--- config.mk ---
export PLATFORM = sky130hd
export DESIGN_NAME = can_throttle_slew_limiter
export DESIGN_NICKNAME = d
export VERILOG_FILES = /design/src/rtl/cts_pkg.sv /design/src/rtl/cts_update.sv /design/src/rtl/can_throttle_slew_limiter.sv
export SDC_FILE = /design/constraint.sdc
export NUM_CORES = 1
export LEC_CHECK = 0
export ABC_AREA = 1
export BUFFER_PORTS_ARGS = -buffer_cell sky130_fd_sc_hd__buf_2
export CORE_ASPECT_RATIO = 1.75
export CORE_MARGIN = 4
export CORE_UTILIZATION = 58
export CTS_BUF_LIST = sky130_fd_sc_hd__clkbuf_4 sky130_fd_sc_hd__clkbuf_8
export DETAILED_ROUTE_END_ITERATION = 10
export HOLD_SLACK_MARGIN = 0.03
export PLACE_DENSITY_LB_ADDON = 0.2
export REMOVE_ABC_BUFFERS = 1
export SLEW_MARGIN = 5
export SYNTH_ARGS = -nofsm -noshare
export SYNTH_HDL_FRONTEND = slang
export SYNTH_SLANG_ARGS = --single-unit
--- constraint.sdc ---
create_clock -name clk -period 4.4 [get_ports clk]
set_clock_uncertainty 0.15 [all_clocks]
set_input_delay 0.22 -clock clk [delete_from_list [all_inputs] [get_ports clk]]
set_output_delay 0.22 -clock clk [all_outputs]
set_load 0.01 [all_outputs]
--- src/rtl/cts_pkg.sv ---
// Shared types and constants for the throttle slew limiter.
`default_nettype none
package cts_pkg;
	localparam int ID_W   = 29;
	localparam int LVL_W  = 8;
	localparam int REG_W  = 16;
	localparam int CFG_W  = 29;
	localparam int IDX_W  = 2;
	localparam int IN_W   = 40;
	localparam int OUT_W  = 16;

	typedef enum logic [IDX_W-1:0] {
		REG_THROTTLE_ID = 2'd0,
		REG_RAMP_MS     = 2'd1,
		REG_STALE_MS    = 2'd2,
		REG_BEAT_MS     = 2'd3
	} cfg_reg_t;

	typedef enum logic {
		OP_TICK  = 1'b0,
		OP_FRAME = 1'b1
	} op_t;

	typedef struct packed {
		logic [ID_W-1:0]  throttle_id;
		logic [REG_W-1:0] ramp_ms;
		logic [REG_W-1:0] stale_ms;
		logic [REG_W-1:0] beat_ms;
	} cts_cfg_t;

	typedef struct packed {
		logic             heartbeat_send;
		logic             stale_cut;
		logic [LVL_W-1:0] throttle_out;
	} cts_result_t;
endpackage
`default_nettype wire

--- src/rtl/cts_update.sv ---
// Per-item state update: age advance, slew limit, stale cut and heartbeat check.
`default_nettype none
module cts_update #(
	parameter int AGE_BITS = 16
) (
	input  cts_pkg::cts_cfg_t            cfg,
	input  cts_pkg::op_t                 op,
	input  logic [cts_pkg::ID_W-1:0]     frame_id,
	input  logic [cts_pkg::LVL_W-1:0]    data_byte,
	input  logic [cts_pkg::LVL_W-1:0]    level,
	input  logic [cts_pkg::LVL_W-1:0]    target,
	input  logic [AGE_BITS-1:0]          msg_age,
	input  logic [AGE_BITS-1:0]          ramp_age,
	input  logic [AGE_BITS-1:0]          beat_age,
	output logic [cts_pkg::LVL_W-1:0]    level_nx,
	output logic [cts_pkg::LVL_W-1:0]    target_nx,
	output logic [AGE_BITS-1:0]          msg_age_nx,
	output logic [AGE_BITS-1:0]          ramp_age_nx,
	output logic [AGE_BITS-1:0]          beat_age_nx,
	output cts_pkg::cts_result_t         result
);
	import cts_pkg::*;

	localparam int CMP_W = (AGE_BITS > REG_W) ? AGE_BITS : REG_W;

	logic [AGE_BITS-1:0] msg_a, ramp_a, beat_a;
	logic [LVL_W-1:0]    tgt, lvl;
	logic                cut, beat;

	always_comb begin
		msg_a  = msg_age;
		ramp_a = ramp_age;
		beat_a = beat_age;
		tgt    = target;
		lvl    = level;
		cut    = 1'b0;
		beat   = 1'b0;

		if (op == OP_TICK) begin
			msg_a  = (&msg_age)  ? msg_age  : msg_age  + 1'b1;
			ramp_a = (&ramp_age) ? ramp_age : ramp_age + 1'b1;
			beat_a = (&beat_age) ? beat_age : beat_age + 1'b1;
		end else if (frame_id == cfg.throttle_id) begin
			tgt   = data_byte;
			msg_a = '0;
		end

		if (tgt > lvl) begin
			if (CMP_W'(ramp_a) > CMP_W'(cfg.ramp_ms)) begin
				lvl    = lvl + 1'b1;
				ramp_a = '0;
			end
		end else if (tgt < lvl) begin
			lvl = tgt;
		end

		if (lvl != '0 && CMP_W'(msg_a) > CMP_W'(cfg.stale_ms)) begin
			lvl = '0;
			cut = 1'b1;
		end

		if (CMP_W'(beat_a) > CMP_W'(cfg.beat_ms)) begin
			beat_a = '0;
			beat   = 1'b1;
		end

		level_nx              = lvl;
		target_nx             = tgt;
		msg_age_nx            = msg_a;
		ramp_age_nx           = ramp_a;
		beat_age_nx           = beat_a;
		result.throttle_out   = lvl;
		result.stale_cut      = cut;
		result.heartbeat_send = beat;
	end
endmodule
`default_nettype wire

--- src/rtl/can_throttle_slew_limiter.sv ---
// Top level of the throttle slew limiter with command timeout and heartbeat pacing.
// A transaction passes through the input register and then the result register before it shows on m_tdata.
// Throughput: one transaction per cycle; the input register and the update logic
// advance together whenever the result register is empty or being drained.
// Reset (arst_n low) clears configuration, level, target, ages and all valid flags.
`default_nettype none
module can_throttle_slew_limiter #(
	parameter int AGE_BITS = 16
) (
	input  logic                          clk,
	input  logic                          arst_n,
	input  logic                          cfg_we,
	input  logic [cts_pkg::IDX_W-1:0]     cfg_index,
	input  logic [cts_pkg::CFG_W-1:0]     cfg_data,
	input  logic                          s_tvalid,
	output logic                          s_tready,
	input  logic [cts_pkg::IN_W-1:0]      s_tdata,   // frame_id[28:0], data_byte[36:29], zeros
	input  logic                          s_tuser,   // operation
	output logic                          m_tvalid,
	input  logic                          m_tready,
	output logic [cts_pkg::OUT_W-1:0]     m_tdata    // throttle_out[7:0], stale_cut, heartbeat_send, zeros
);
	import cts_pkg::*;

	cts_cfg_t            cfg_q;
	logic                valid_s1;
	op_t                 op_s1;
	logic [ID_W-1:0]     fid_s1;
	logic [LVL_W-1:0]    byte_s1;
	logic [LVL_W-1:0]    level_q, target_q;
	logic [AGE_BITS-1:0] msg_age_q, ramp_age_q, beat_age_q;
	logic                out_valid_q;
	cts_result_t         result_q;

	logic [LVL_W-1:0]    level_nx, target_nx;
	logic [AGE_BITS-1:0] msg_age_nx, ramp_age_nx, beat_age_nx;
	cts_result_t         result_nx;
	logic                advance;

	assign advance  = valid_s1 && (!out_valid_q || m_tready);
	assign s_tready = !valid_s1 || advance;
	assign m_tvalid = out_valid_q;
	assign m_tdata  = OUT_W'(result_q);

	always_ff @(posedge clk or negedge arst_n) begin
		if (!arst_n) begin
			cfg_q <= '0;
		end else if (cfg_we) begin
			unique case (cfg_reg_t'(cfg_index))
				REG_THROTTLE_ID: cfg_q.throttle_id <= cfg_data;
				REG_RAMP_MS:     cfg_q.ramp_ms     <= cfg_data[REG_W-1:0];
				REG_STALE_MS:    cfg_q.stale_ms    <= cfg_data[REG_W-1:0];
				REG_BEAT_MS:     cfg_q.beat_ms     <= cfg_data[REG_W-1:0];
				default:         cfg_q             <= cfg_q;
			endcase
		end
	end

	always_ff @(posedge clk or negedge arst_n) begin
		if (!arst_n) begin
			valid_s1 <= 1'b0;
		end else if (s_tready) begin
			valid_s1 <= s_tvalid;
		end
	end

	always_ff @(posedge clk) begin
		if (s_tready && s_tvalid) begin
			op_s1   <= op_t'(s_tuser);
			fid_s1  <= s_tdata[ID_W-1:0];
			byte_s1 <= s_tdata[ID_W+LVL_W-1:ID_W];
		end
	end

	cts_update #(
		.AGE_BITS(AGE_BITS)
	) u_update (
		.cfg         (cfg_q),
		.op          (op_s1),
		.frame_id    (fid_s1),
		.data_byte   (byte_s1),
		.level       (level_q),
		.target      (target_q),
		.msg_age     (msg_age_q),
		.ramp_age    (ramp_age_q),
		.beat_age    (beat_age_q),
		.level_nx    (level_nx),
		.target_nx   (target_nx),
		.msg_age_nx  (msg_age_nx),
		.ramp_age_nx (ramp_age_nx),
		.beat_age_nx (beat_age_nx),
		.result      (result_nx)
	);

	// Commit state and result together when the item leaves the input register.
	always_ff @(posedge clk or negedge arst_n) begin
		if (!arst_n) begin
			level_q    <= '0;
			target_q   <= '0;
			msg_age_q  <= '0;
			ramp_age_q <= '0;
			beat_age_q <= '0;
		end else if (advance) begin
			level_q    <= level_nx;
			target_q   <= target_nx;
			msg_age_q  <= msg_age_nx;
			ramp_age_q <= ramp_age_nx;
			beat_age_q <= beat_age_nx;
		end
	end

	always_ff @(posedge clk or negedge arst_n) begin
		if (!arst_n) begin
			out_valid_q <= 1'b0;
		end else if (advance) begin
			out_valid_q <= 1'b1;
		end else if (m_tready) begin
			out_valid_q <= 1'b0;
		end
	end

	always_ff @(posedge clk) begin
		if (advance) begin
			result_q <= result_nx;
		end
	end
endmodule
`default_nettype wire

==> results.txt <==
number of sinks handled by clock tree synthesis - 191
global-route wire length before repair - 42.6 mm
Mapped Area - 10500 um2
total design power - 6.55 mW
CP arrival - 4180 ps
layout-stage area growth over the synthesis result - 18.2%
leakage power - 6.24 nW
width of the chip - 110 um
met1 usage - 0.293
VDD IR-drop max - 328 uV
share of cells above drive strength 1 - 0.117
global-route total usage across every layer - 0.270
CP top delay family - simple AND/OR/NAND/NOR gates
Hold Path End - cfg_q[20]$_DFFE_PN0P_
pin count of the biggest net entering global routing - 79
worst slack, placed - 239 ps
Main synth FF type - sky130_fd_sc_hd__dfrtp_1
Unique masters post-synth - 45
detailed-placement wirelength estimate - 17.8 mm
Hold Startpoint - cfg_data[4]
hold depth - 3
Internal - 3.81 mW
total number of placement rows - 64
post-synth top area share - 0.341
clock root buffer - sky130_fd_sc_hd__clkbuf_8
CP Data Required Time - 4570 ps
first drt pass iteration count - 5
final count of negative-setup-slack endpoints - 0
clock transition time at the flip-flop clock pins of the worst setup and hold paths - 110 ps
met3 demand-to-capacity share in global routing - 0.0437
register bit total from synthesis - 191
global placer's final weighted congestion - 0.943
slack of the worst reg-to-reg path - 380 ps
clock buffers created by TritonCTS - 17
Clk pwr share - 0.185
total negative setup slack - 0 ps
chip height - 186 um
power density over cell area - 527 nW/um2
combinational share of power - 0.419
max-slew violation count - 0
Seq pwr share - 0.395
initial core utilization - 0.596
source-to-sink clock delay at the later pin of the worst-skew pair - 470 ps
Crit-path slowest cell - sky130_fd_sc_hd__dfrtp_1
run status - finished, final reports clean
Period Utilization, post-route - 0.913
number of enable flip-flop cells after synthesis - 48
yosys warns - 0
switching power summed over all nets - 2.73 mW
layer with the highest usage - met2
minimum period implied by the final worst setup slack - 4020 ps
initial drt markers - 529
DRC viols - 0
maxcap violations - 0
Bufs and invs on worst path - 5
number of global-route vias before repair - 9166
Min-Delay Path Class - input pin to register
met2 capacity usage during global routing - 0.500
antenna violations before repair - 0
leading cell type by number of instances after synthesis - sky130_fd_sc_hd__nand2_1
Worst Setup Slack, final - 382 ps
io pins - 95
Crit Reg-Reg Startpoint - ramp_age_q[3]$_DFFE_PN0P_
antenna viol nets, final - 0
switching part of the total power - 0.418
Post-Syn Area per Cell - 8.10 um2
floorplan core area - 17600 um2
unrepaired setup endpoints after global routing - false
routed vias/inst - 5.37
CP dominant cell by count - sky130_fd_sc_hd__nand2_1
most common library cells after synthesis - sky130_fd_sc_hd__nand2_1 (317), sky130_fd_sc_hd__inv_1 (224), sky130_fd_sc_hd__dfrtp_1 (143), sky130_fd_sc_hd__o21ai_0 (106), sky130_fd_sc_hd__nor2_1 (91)
Max Buffers Root-to-Sink - 2
biggest fanout along the worst timing path - 9
total grt overflow - 0
Post-synth ARST share - 0.749
nature of the critical path endpoint - register
H-tree levels - 4
number of gates on the worst path with buffers counted - 24
overall routed net length - 26.2 mm
normalized max-slew margin - 0.234
maximum frequency from static timing analysis - 249 MHz
area leader, netlist - sky130_fd_sc_hd__dfrtp_1
final core occ - 0.704
number of nets in the layout - 1599
Total Die Area - 20400 um2
CTS tree - built
startpoint type of the worst setup path - register
critical path class - register to register
stage delay of the slowest cell on the critical path - 420 ps
Worst-Margin Slew - 1150 ps
number of hold-slack violations in the final timing report - 0
buffers added on ports - 85
reg-to-reg endpoint - m_tdata[1]$_DFFE_PP_
worst hold margin - 45.7 ps
main area contributors after synthesis - sky130_fd_sc_hd__dfrtp_1 (34%), sky130_fd_sc_hd__edfxtp_1 (14%), sky130_fd_sc_hd__nand2_1 (11%)
cell-by-cell listing of the critical path - inv_1 -> nor3_2 -> nand2_1 -> nor2_1 -> nand2_1 -> nand2_2 -> inv_1 -> nand2_1 -> xor2_1 -> inv_1 -> ha_1 -> nand4_1 -> nor2_1 -> nand4_1 -> buf_4 -> nand3_1 -> a21oi_1 -> nor2_2 -> nand2_1 -> nor2_1 -> nand2_1 -> nand2_4 -> inv_4 -> nor2_1
R2R depth - 24
wire per inst - 15.3 um
register area share after synthesis - 0.478
antenna cells - 0
gate count of the mapped netlist - 1296
overall via count from detail_route - 9165
worst max path at each step:
stage | start | to
6_report | ramp_age_q[3]$_DFFE_PN0P_ | m_tdata[1]$_DFFE_PP_
5_1_grt | cfg_q[61]$_DFFE_PN0P_ | m_tdata[1]$_DFFE_PP_
4_1_cts | ramp_age_q[0]$_DFFE_PN0P_ | m_tdata[1]$_DFFE_PP_
3_5_place_dp | ramp_age_q[0]$_DFFE_PN0P_ | m_tdata[8]$_DFFE_PP_
3_3_place_gp | ramp_age_q[0]$_DFFE_PN0P_ | m_tdata[8]$_DFFE_PP_
2_1_floorplan | ramp_age_q[0]$_DFFE_PN0P_ | m_tdata[8]$_DFFE_PP_
flip-flops by register name (all words and copies together) (netlist names):
register	count
valid_s1	1
cfg_q	77
m_tdata	10
m_tvalid	1
msg_age_q	16
level_q	8
target_q	8
ramp_age_q	16
byte_s1	8
fid_s1	29
beat_age_q	16
op_s1	1
placed cells by master, fill, tap and decap left out, drive strengths merged, types with 4 or more instances in the layout:
| master | count |
|---|---|
| a211oi | 4 |
| a21oi | 44 |
| a31oi | 10 |
| buf | 109 |
| clkbuf | 17 |
| clkinv | 6 |
| conb | 6 |
| dfrtp | 143 |
| dlygate4sd3 | 70 |
| edfxtp | 48 |
| ha | 60 |
| inv | 233 |
| nand2 | 324 |
| nand3 | 70 |
| nand4 | 17 |
| nor2 | 97 |
| nor3 | 23 |
| nor4 | 8 |
| o21ai | 107 |
| o22ai | 23 |
| xnor2 | 7 |
| xor2 | 25 |
cell families after synthesis:
| family | synth area share |
|---|---|
| XOR/XNOR | 0.0267 |
| AND/OR/NAND/NOR | 0.217 |
| flip-flops | 0.478 |
| buffers and inverters | 0.0980 |
| adder cells (fa/ha/maj) | 0.0715 |
| AO/OA/AOI/OAI | 0.105 |
| other | 0.000357 |
| multiplexers | 0.00322 |
per-stage QoR:
stage | instance area, um2 | std cells
floorplan | 10300 | 1264
global placement | 11300 | 1604
detailed placement | 11300 | 1604
CTS | 12400 | 1706
global route | 12400 | 1706
finish | 12400 | 1706
per-layer routing:
layer / wire length [um] / vias to the layer above
li1: - / 4500
met2: 14300 / 261
met3: 1050 / 77
met1: 9690 / 4327
met4: 1110 / 0
met5: 0 / -
power groups by stage:
stage                     registers, mW  logic (mW)  clock network [mW]
final                              2.59        2.75                1.21
after floorplan                    2.56        1.86                   0
after detailed placement           2.61        2.65                   0
after global routing               2.63        3.15                1.30
after CTS                          2.58        2.71                1.23
after global placement             2.59        2.56                   0
worst min-delay path, delay by kind of cell:
kind	cells	cell delay, ps
buffers and inverters	2	210
AO/OA/AOI/OAI	1	190
what timing repair did:
item,4_1_cts,5_1_grt
buffers inserted,0,0
hold endpoints to repair,179,0
gates resized for setup,0,9
hold buffers,70,0
endpoints found under the setup margin,0,17
area by class of cell:
class                           count  area (um2)
Fill cell                        1382        5210
Sequential cell                   191        5020
Multi-Input combinational cell    845        4500
Timing Repair Buffer              179        1310
Inverter                          228         858
Tap cell                          231         289
Clock buffer                       17         234
Clock inverter                     15         191
No activity file was read; power rests on OpenSTA's default activity.
